[config.mk]
export PLATFORM = sky130hd
export DESIGN_NAME = cfdo_ctrl
export DESIGN_NICKNAME = d
export VERILOG_FILES = /design/src/rtl/cfdo_pkg.sv /design/src/rtl/cfdo_ctrl.sv
export SDC_FILE = /design/constraint.sdc
export NUM_CORES = 1
export LEC_CHECK = 0
export ABC_AREA = 1
export BUFFER_PORTS_ARGS = -buffer_cell sky130_fd_sc_hd__buf_2
export CAP_MARGIN = 40
export CORE_ASPECT_RATIO = 1.5
export CORE_MARGIN = 1
export CORE_UTILIZATION = 35
export CTS_CLUSTER_SIZE = 40
export DETAILED_ROUTE_END_ITERATION = 10
export PLACE_DENSITY = 0.5
export SLEW_MARGIN = 20
export SYNTH_ARGS = -nofsm -noshare
export SYNTH_HDL_FRONTEND = slang
export SYNTH_SLANG_ARGS = --single-unit
[constraint.sdc]
create_clock -name i_clk -period 4.2 [get_ports i_clk]
set_input_delay 0.21 -clock i_clk [delete_from_list [all_inputs] [get_ports i_clk]]
set_output_delay 0.21 -clock i_clk [all_outputs]
set_load 0.005 [all_outputs]
[src/rtl/cfdo_pkg.sv]
`timescale 1ns / 1ps
// Shared types and constants for the circular FIFO with drop or overwrite.
// No dependencies.
package cfdo_pkg;

    localparam int DEPTH_DEF     = 256;
    localparam int ITEM_BITS_DEF = 32;
    localparam int CNT_W         = 9;
    localparam int CMD_W         = 3;
    localparam int IDX_W         = 8;
    localparam int APB_AW        = 3;
    localparam int APB_DW        = 32;

    localparam logic [CNT_W-1:0] CAP_RESET = 9'd256;

    // Register select, taken from paddr[2]
    localparam logic REG_CAPACITY = 1'b0;
    localparam logic REG_MODE     = 1'b1;

    typedef enum logic [CMD_W-1:0] {
        CMD_PUSH       = 3'd0,
        CMD_POP        = 3'd1,
        CMD_PEEK       = 3'd2,
        CMD_PEEK_INDEX = 3'd3,
        CMD_CLEAR      = 3'd4
    } t_cmd;

    typedef enum logic [1:0] {
        ST_OK    = 2'd0,
        ST_FULL  = 2'd1,
        ST_EMPTY = 2'd2,
        ST_RANGE = 2'd3
    } t_status;

    typedef struct packed {
        logic             we;
        logic             re;
        t_status          status;
        logic [CNT_W-1:0] fill_count;
        logic             empty;
        logic             full;
    } t_step_info;

endpackage

[src/rtl/cfdo_ctrl.sv]
`timescale 1ns / 1ps
// Pointer and count control: decodes one command per beat and updates state.
// Depends on cfdo_pkg.
module cfdo_ctrl
    import cfdo_pkg::*;
#(
    parameter int DEPTH = DEPTH_DEF,
    parameter int PTR_W = $clog2(DEPTH)
) (
    input  logic             i_clk,
    input  logic             i_rst_n,
    input  logic             i_accept,
    input  logic             i_flush,
    input  logic [CMD_W-1:0] i_command,
    input  logic [IDX_W-1:0] i_peek_index,
    input  logic [CNT_W-1:0] i_cap,
    input  logic             i_mode,
    output logic [PTR_W-1:0] o_waddr,
    output logic [PTR_W-1:0] o_raddr,
    output t_step_info       o_info
);

    localparam int AW = ((PTR_W > CNT_W) ? PTR_W : CNT_W) + 1;

    logic [PTR_W-1:0] r_wp, n_wp;
    logic [PTR_W-1:0] r_rp, n_rp;
    logic [CNT_W-1:0] r_count, n_count;
    logic [AW-1:0]    peek_sum;
    logic             is_full;

    function automatic logic [PTR_W-1:0] advance(input logic [PTR_W-1:0] p,
                                                 input logic [CNT_W-1:0] cap);
        logic [AW-1:0] nxt;
        nxt = AW'(p) + AW'(1);
        if (nxt >= AW'(cap)) begin
            return '0;
        end
        return nxt[PTR_W-1:0];
    endfunction

    always_comb begin
        n_wp          = r_wp;
        n_rp          = r_rp;
        n_count       = r_count;
        o_info.we     = 1'b0;
        o_info.re     = 1'b0;
        o_info.status = ST_OK;
        o_waddr       = r_wp;
        o_raddr       = r_rp;
        is_full       = (r_count >= i_cap);
        peek_sum      = AW'(r_rp) + AW'(i_peek_index);
        if (peek_sum >= AW'(i_cap)) begin
            peek_sum = peek_sum - AW'(i_cap);
        end
        case (t_cmd'(i_command))
            CMD_PUSH: begin
                if (is_full && !i_mode) begin
                    o_info.status = ST_FULL;
                end else begin
                    if (is_full) begin
                        n_rp = advance(r_rp, i_cap);
                    end else begin
                        n_count = r_count + CNT_W'(1);
                    end
                    o_info.we = 1'b1;
                    n_wp      = advance(r_wp, i_cap);
                end
            end
            CMD_POP: begin
                if (r_count == '0) begin
                    o_info.status = ST_EMPTY;
                end else begin
                    o_info.re = 1'b1;
                    n_rp      = advance(r_rp, i_cap);
                    n_count   = r_count - CNT_W'(1);
                end
            end
            CMD_PEEK: begin
                if (r_count == '0) begin
                    o_info.status = ST_EMPTY;
                end else begin
                    o_info.re = 1'b1;
                end
            end
            CMD_PEEK_INDEX: begin
                if (CNT_W'(i_peek_index) >= r_count) begin
                    o_info.status = ST_RANGE;
                end else begin
                    o_info.re = 1'b1;
                    o_raddr   = peek_sum[PTR_W-1:0];
                end
            end
            CMD_CLEAR: begin
                n_wp    = '0;
                n_rp    = '0;
                n_count = '0;
            end
            default: begin
            end
        endcase
        o_info.fill_count = n_count;
        o_info.empty      = (n_count == '0);
        o_info.full       = (n_count >= i_cap);
    end

    always_ff @(posedge i_clk) begin
        if (!i_rst_n || i_flush) begin
            r_wp    <= '0;
            r_rp    <= '0;
            r_count <= '0;
        end else if (i_accept) begin
            r_wp    <= n_wp;
            r_rp    <= n_rp;
            r_count <= n_count;
        end
    end

endmodule

======== Word level (Yosys, flattened, before mapping) ========
Index checks and enable logic that the tools add are counted.
storage, ports and cells
  register bits after elaboration ......... 25
  input bits .............................. 25
  output and inout bits ................... 31
  word-level logic and storage cells ...... 70
operators by class
  add/sub/neg operators ................... 6
  $lt $le $gt $ge ......................... 6
  eq/ne operators ......................... 7
  multiplexer cells ....................... 36
  reductions and logical operators ........ 12
operators with widths
  operator             number
  $mux 8               12
  $ge 9x9->1           5
  $mux 9               3
  $pmux 9 s3           1
  $pmux 8 s3           1
  $add 8x1->9 const B  2
  $logic_not 9->1      2
  $pmux 8 s2           1
  $mux 1               14
  $add 8x8->9          1
  $add 9x1->9 const B  1
  $ge 8x9->1           1
  $sub 9x1->9 const B  1
  $sub 8x8->8          1
  $eq 3x2->1 const B   2
  $ne 2x2->1 const B   3
  $pmux 2 s3           1
  $reduce_and 5->1     1
  $mux 2               2
  $eq 3x1->1 const B   1
  $eq 3x3->1 const B   1
  $logic_not 3->1      1
  $reduce_and 3->1     1
  $reduce_bool 3->1    1
  6 further kinds      7

======== Longest topological paths before layout ========
  depth after elaboration ................. 10
  gate-level depth with buffers ........... 23
  depth with buffers taken out ............ 22

======== Worst setup path before layout ========
Ideal clock, no wire load.
  path type ............................... reg2out
  start point ............................. register r_rp[0]
  end point ............................... output port o_raddr[1]
  data arrival time ....................... 2754 ps
  required time ........................... 3990 ps
  slack ................................... 1236 ps
  stages on the path, launching flop included .. 19
  path buffers ............................ 1
  cells stage by stage .................... dfxtp_1 > ha_1 > fa_1 > nand3_1 > nand2_1 > a21oi_1 > o21bai_1 > xor2_1 > inv_1 > ha_1 > nand2_1 > inv_1 > nand4_1 > o211ai_1 > nand3_1 > nand2_1 > buf_2 > o21ai_0 > o21ai_0
on the way
  longest elaborated chain between the ends .. 5
  elaborated cells between the ends (all ways) .. 6
  those cells by class .................... add/sub: 2; order compare: 1; mux: 3
ends and longest elaborated chain
  element                                    line                              RTL
  start, declared                            cfdo_ctrl.sv:26                   logic [PTR_W-1:0] r_rp, n_rp;
  start signal, assigned                     cfdo_ctrl.sv:113                  r_rp <= n_rp;
  $add 8x8->9 *                              cfdo_ctrl.sv:51                   peek_sum = AW'(r_rp) + AW'(i_peek_index);
  $sub 8x8->8 or $ge 9x9->1 (tied branches)  cfdo_ctrl.sv:53, cfdo_ctrl.sv:52
  $mux 8 *                                   cfdo_ctrl.sv:52                   if (peek_sum >= AW'(i_cap)) begin
  $mux 8 *                                   cfdo_ctrl.sv:86                   if (CNT_W'(i_peek_index) >= r_count) begin
  $mux 8 *                                   cfdo_ctrl.sv:55                   case (t_cmd'(i_command))
  end, declared                              cfdo_ctrl.sv:19                   output logic [PTR_W-1:0] o_raddr,
Mark *: on every way between the ends. The rest lies on a longest branch, timed or not.

======== Final worst setup path ========
  start point ............................. register r_rp[0]
  end point ............................... output port o_raddr[3]
The elaborated chain is that of the path after synthesis.

==> out/qor.csv <==
stage,metric,value,unit
status,status,completed,
global_routing,busiest_layer,met2,
route,drc_errors,0,
clock_tree,clockBufferDepth,2,
die,pin_count,56,
global_routing,grt.overflow.total,0,
setup_path,path_buf_inv,4,
pwr,finalPower,0.000803,W
sta,max_clock_freq,0.264,GHz
logic_synthesis,synth_top_cells_by_count,"nand2_1 (132), inv_1 (92), ha_1 (65)",
sta,grt_setup_unrepaired,false,
clock_tree,cts_setup_buffers,0,
finish,final_cell_area,4440,um^2
pwr,powerDensity,181,nW/um^2
clock_tree,htreeDepth,1,
hold_path,hold_class,input pin to register,
route,viasPerCell,5.12,
logic_synthesis,yosys_warnings,0,
global_routing,grt_pass1_vias,3935,
pwr,power.share.clock,0.290,
sta,period_share,0.903,
sta,relSlewSlack,0.500,
setup_path,critPathArrivalTime,3.58,ns
pwr,p_int,0.000491,W
sta,drv_slew,0,
global_routing,grtUsageMet1,0.264,
sta,setup_viol,0,
pwr,peakVddDrop,0.137,mV
logic_synthesis,syn_nets,702,
global_routing,grt_pass1_wl,20.1,mm
setup_path,required,3.99,ns
logic_synthesis,synthCells,610,
clock_tree,cts_resized,0,
sta,fin_setup_tns,0,ns
logic_synthesis,ys_types,41,
finish,drive_above_1_share,0.134,
finish,nNetsFinal,765,
global_routing,grtUsageTotal,0.232,
die,die_w,87.9,um
place,place_congestion,0.915,
global_routing,grt_max_degree,17,
setup_path,max_stage_delay,0.40,ns
global_routing,met2_usage,0.435,
global_routing,grt_use_met3,0.0157,
die,rows,46,
finish,antenna_cells,0,
clock_tree,ctsHoldBuffers,0,
route,drt_iter0_drc,154,
place,numPortBuffers,55,
logic_synthesis,synth.cell_area,3870,um^2
global_routing,antenna_found_initial,0,
setup_path,path_class,register to output port,
setup_path,cp-start-kind,register,
logic_synthesis,synth.avg_cell_area,6.34,um^2
route,firstDrtPassIters,5,
logic_synthesis,yosysSeqAreaShare,0.129,
setup_path,cp-end-kind,output port,
pwr,combPwrFrac,0.400,
clock_tree,clock-root-buffer,clkbuf_16,
route,vias,4179,
die,die_h,131,um
clock_tree,clkSinkCount,25,
pwr,p_sw_frac,0.388,
run,maxCapViolCount,0,
logic_synthesis,synthTopCellsByArea,"ha_1 (21%), dfxtp_1 (13%), nand2_1 (13%)",
sta,hold_ws,0.328,ns
finish,syn2layout_area_growth,14.7,%
die,start_util,0.363,
logic_synthesis,yosys.area.top_type,ha_1,
setup_path,path_delay_family,adder cells,
logic_synthesis,synth_top_area_frac,0.210,
clock_tree,cts_tree,built,
finish,regArea,500,um^2
pwr,p_sw,0.000312,W
clock_tree,cts_buffers,3,
pwr,power_frac_seq,0.310,
sta,max_slew.worst_pin.slew,0.745,ns
logic_synthesis,ys_ff_latch,25,
clock_tree,clk_latency,0.27,ns
setup_path,slowest_stage,fa_1,
finish,multiInputGateArea,2940,um^2
logic_synthesis,synth_enable_flop_cells,0,
pwr,p_leak,2.41,nW
route,post_drt_wl_per_cell,15.8,um
sta,hold_violations,0,
die,core_area,10600,um^2
sta,period_needed,3.79,ns
sta,finalClockSkew,0.00301,ns
die,dieArea,11500,um^2
logic_synthesis,synthArstFlopShare,0,
route,ant_nets,0,
logic_synthesis,post-synth-top-count-cell,nand2_1,
route,drt-total-wl,12.9,mm
finish,final_core_util,0.417,
place,placed_cell_area,4350,um^2
clock_tree,clkSlewWorstSetupHoldPaths,0.07,ns
setup_path,worstPathMaxFanout,13,
place,dpl.hpwl,10.8,mm
finish,nFillCells,1222,
setup_path,crit_chain,ha_1 > fa_1 > nand3_1 > nand2_1 > a21oi_1 > o21bai_1 > xor2_1 > inv_1 > ha_1 > nand2_1 > inv_1 > nand4_1 > o211ai_1 > nand3_1 > nand2_1 > inv_1 > o21ai_0 > o21ai_0 > buf_2,
logic_synthesis,synth_ff_type,dfxtp_1,
-- final timing paths --
check / start / to / slack (ns) / depth (start not counted)
worst max-delay path: r_rp[0]$_SDFFE_PP0P_ / o_raddr[3] / 0.41 / 19
worst min-delay path: i_command[2] / o_waddr[0]$_SDFFE_PP0P_ / 0.33 / 4
worst max register to register: r_rp[1]$_SDFFE_PP0P_ / r_rp[7]$_SDFFE_PP0P_ / 1.09 / 12
worst min register to register: o_waddr[3]$_SDFFE_PP0P_ / o_waddr[3]$_SDFFE_PP0P_ / 0.54 / 2
-- routing by layer --
| metal | routed length [um] | vias up |
|---|---|---|
| met5 | 0 | - |
| met4 | 503 | 0 |
| met3 | 431 | 23 |
| met2 | 6720 | 98 |
| met1 | 5250 | 1892 |
| li1 | - | 2166 |
-- per-stage QoR --
| step | setup WS (ns) | instances |
|---|---|---|
| CTS | 0.393 | 816 |
| finish | 0.405 | 816 |
| floorplan | 1.24 | 610 |
| detailed placement | 0.689 | 812 |
| global placement | 0.778 | 812 |
| global route | 0.000951 | 816 |
-- worst register-to-register path: stages, from the launching register on --
cell      delay, ns
dfxtp_1        0.46
ha_1           0.24
nand3_1        0.17
nor3_1         0.27
xor2_1         0.18
inv_1          0.10
ha_1           0.33
a21oi_1        0.16
o21a_1         0.13
o211ai_1       0.11
nor3_1         0.59
nand3_1        0.16
a21oi_1        0.15
-- logic make-up (layout without fill, tap and decap cells) --
group	count (synthesis)	after routing	share of synthesized area
flops	25	25	0.129
compound gates	112	112	0.162
buf+inv	106	168	0.111
simple gates	274	274	0.318
fa+ha+maj	67	67	0.220
xor+xnor	26	26	0.0588
-- cell usage in the layout (no fill, tap or decap), drive strengths merged --
cell / instances
nand2: 137
nor3: 13
clkinv: 2
nand4: 13
nand3: 55
inv: 95
clkbuf: 3
a31o: 1
fa: 2
o21bai: 3
nor2: 49
o31a: 1
o211ai: 11
a21oi: 49
dfxtp: 25
o21a: 2
nor3b: 1
o211a: 1
a211oi: 1
nand3b: 5
nor4: 1
buf: 68
o21ai: 40
xnor2: 1
xor2: 25
ha: 65
o2111ai: 1
o221ai: 1
o311ai: 1
-- flip-flops by register name (all words and copies together), names as in the netlist --
register and cells:
o_waddr 8, r_count 9, r_rp 8
-- power by group through the flow --
stage / Combinational (W) / Sequential, W / Clock (W)
2_1_floorplan: 0.000216 / 0.000251 / 0
3_3_place_gp: 0.000321 / 0.000254 / 0
3_5_place_dp: 0.000322 / 0.000254 / 0
4_1_cts: 0.000325 / 0.000248 / 0.000240
5_1_grt: 0.000364 / 0.000249 / 0.000246
6_report: 0.000321 / 0.000249 / 0.000233
-- final cells by class --
class	instances	area share
timing repair buffer	68	0.0840
inverter	96	0.0815
tap	144	0.0406
multi-input combinational	479	0.662
clock buffer	3	0.0169
sequential	25	0.113
clock inverter	1	0.00197
Power figures use the tool's default switching activity.
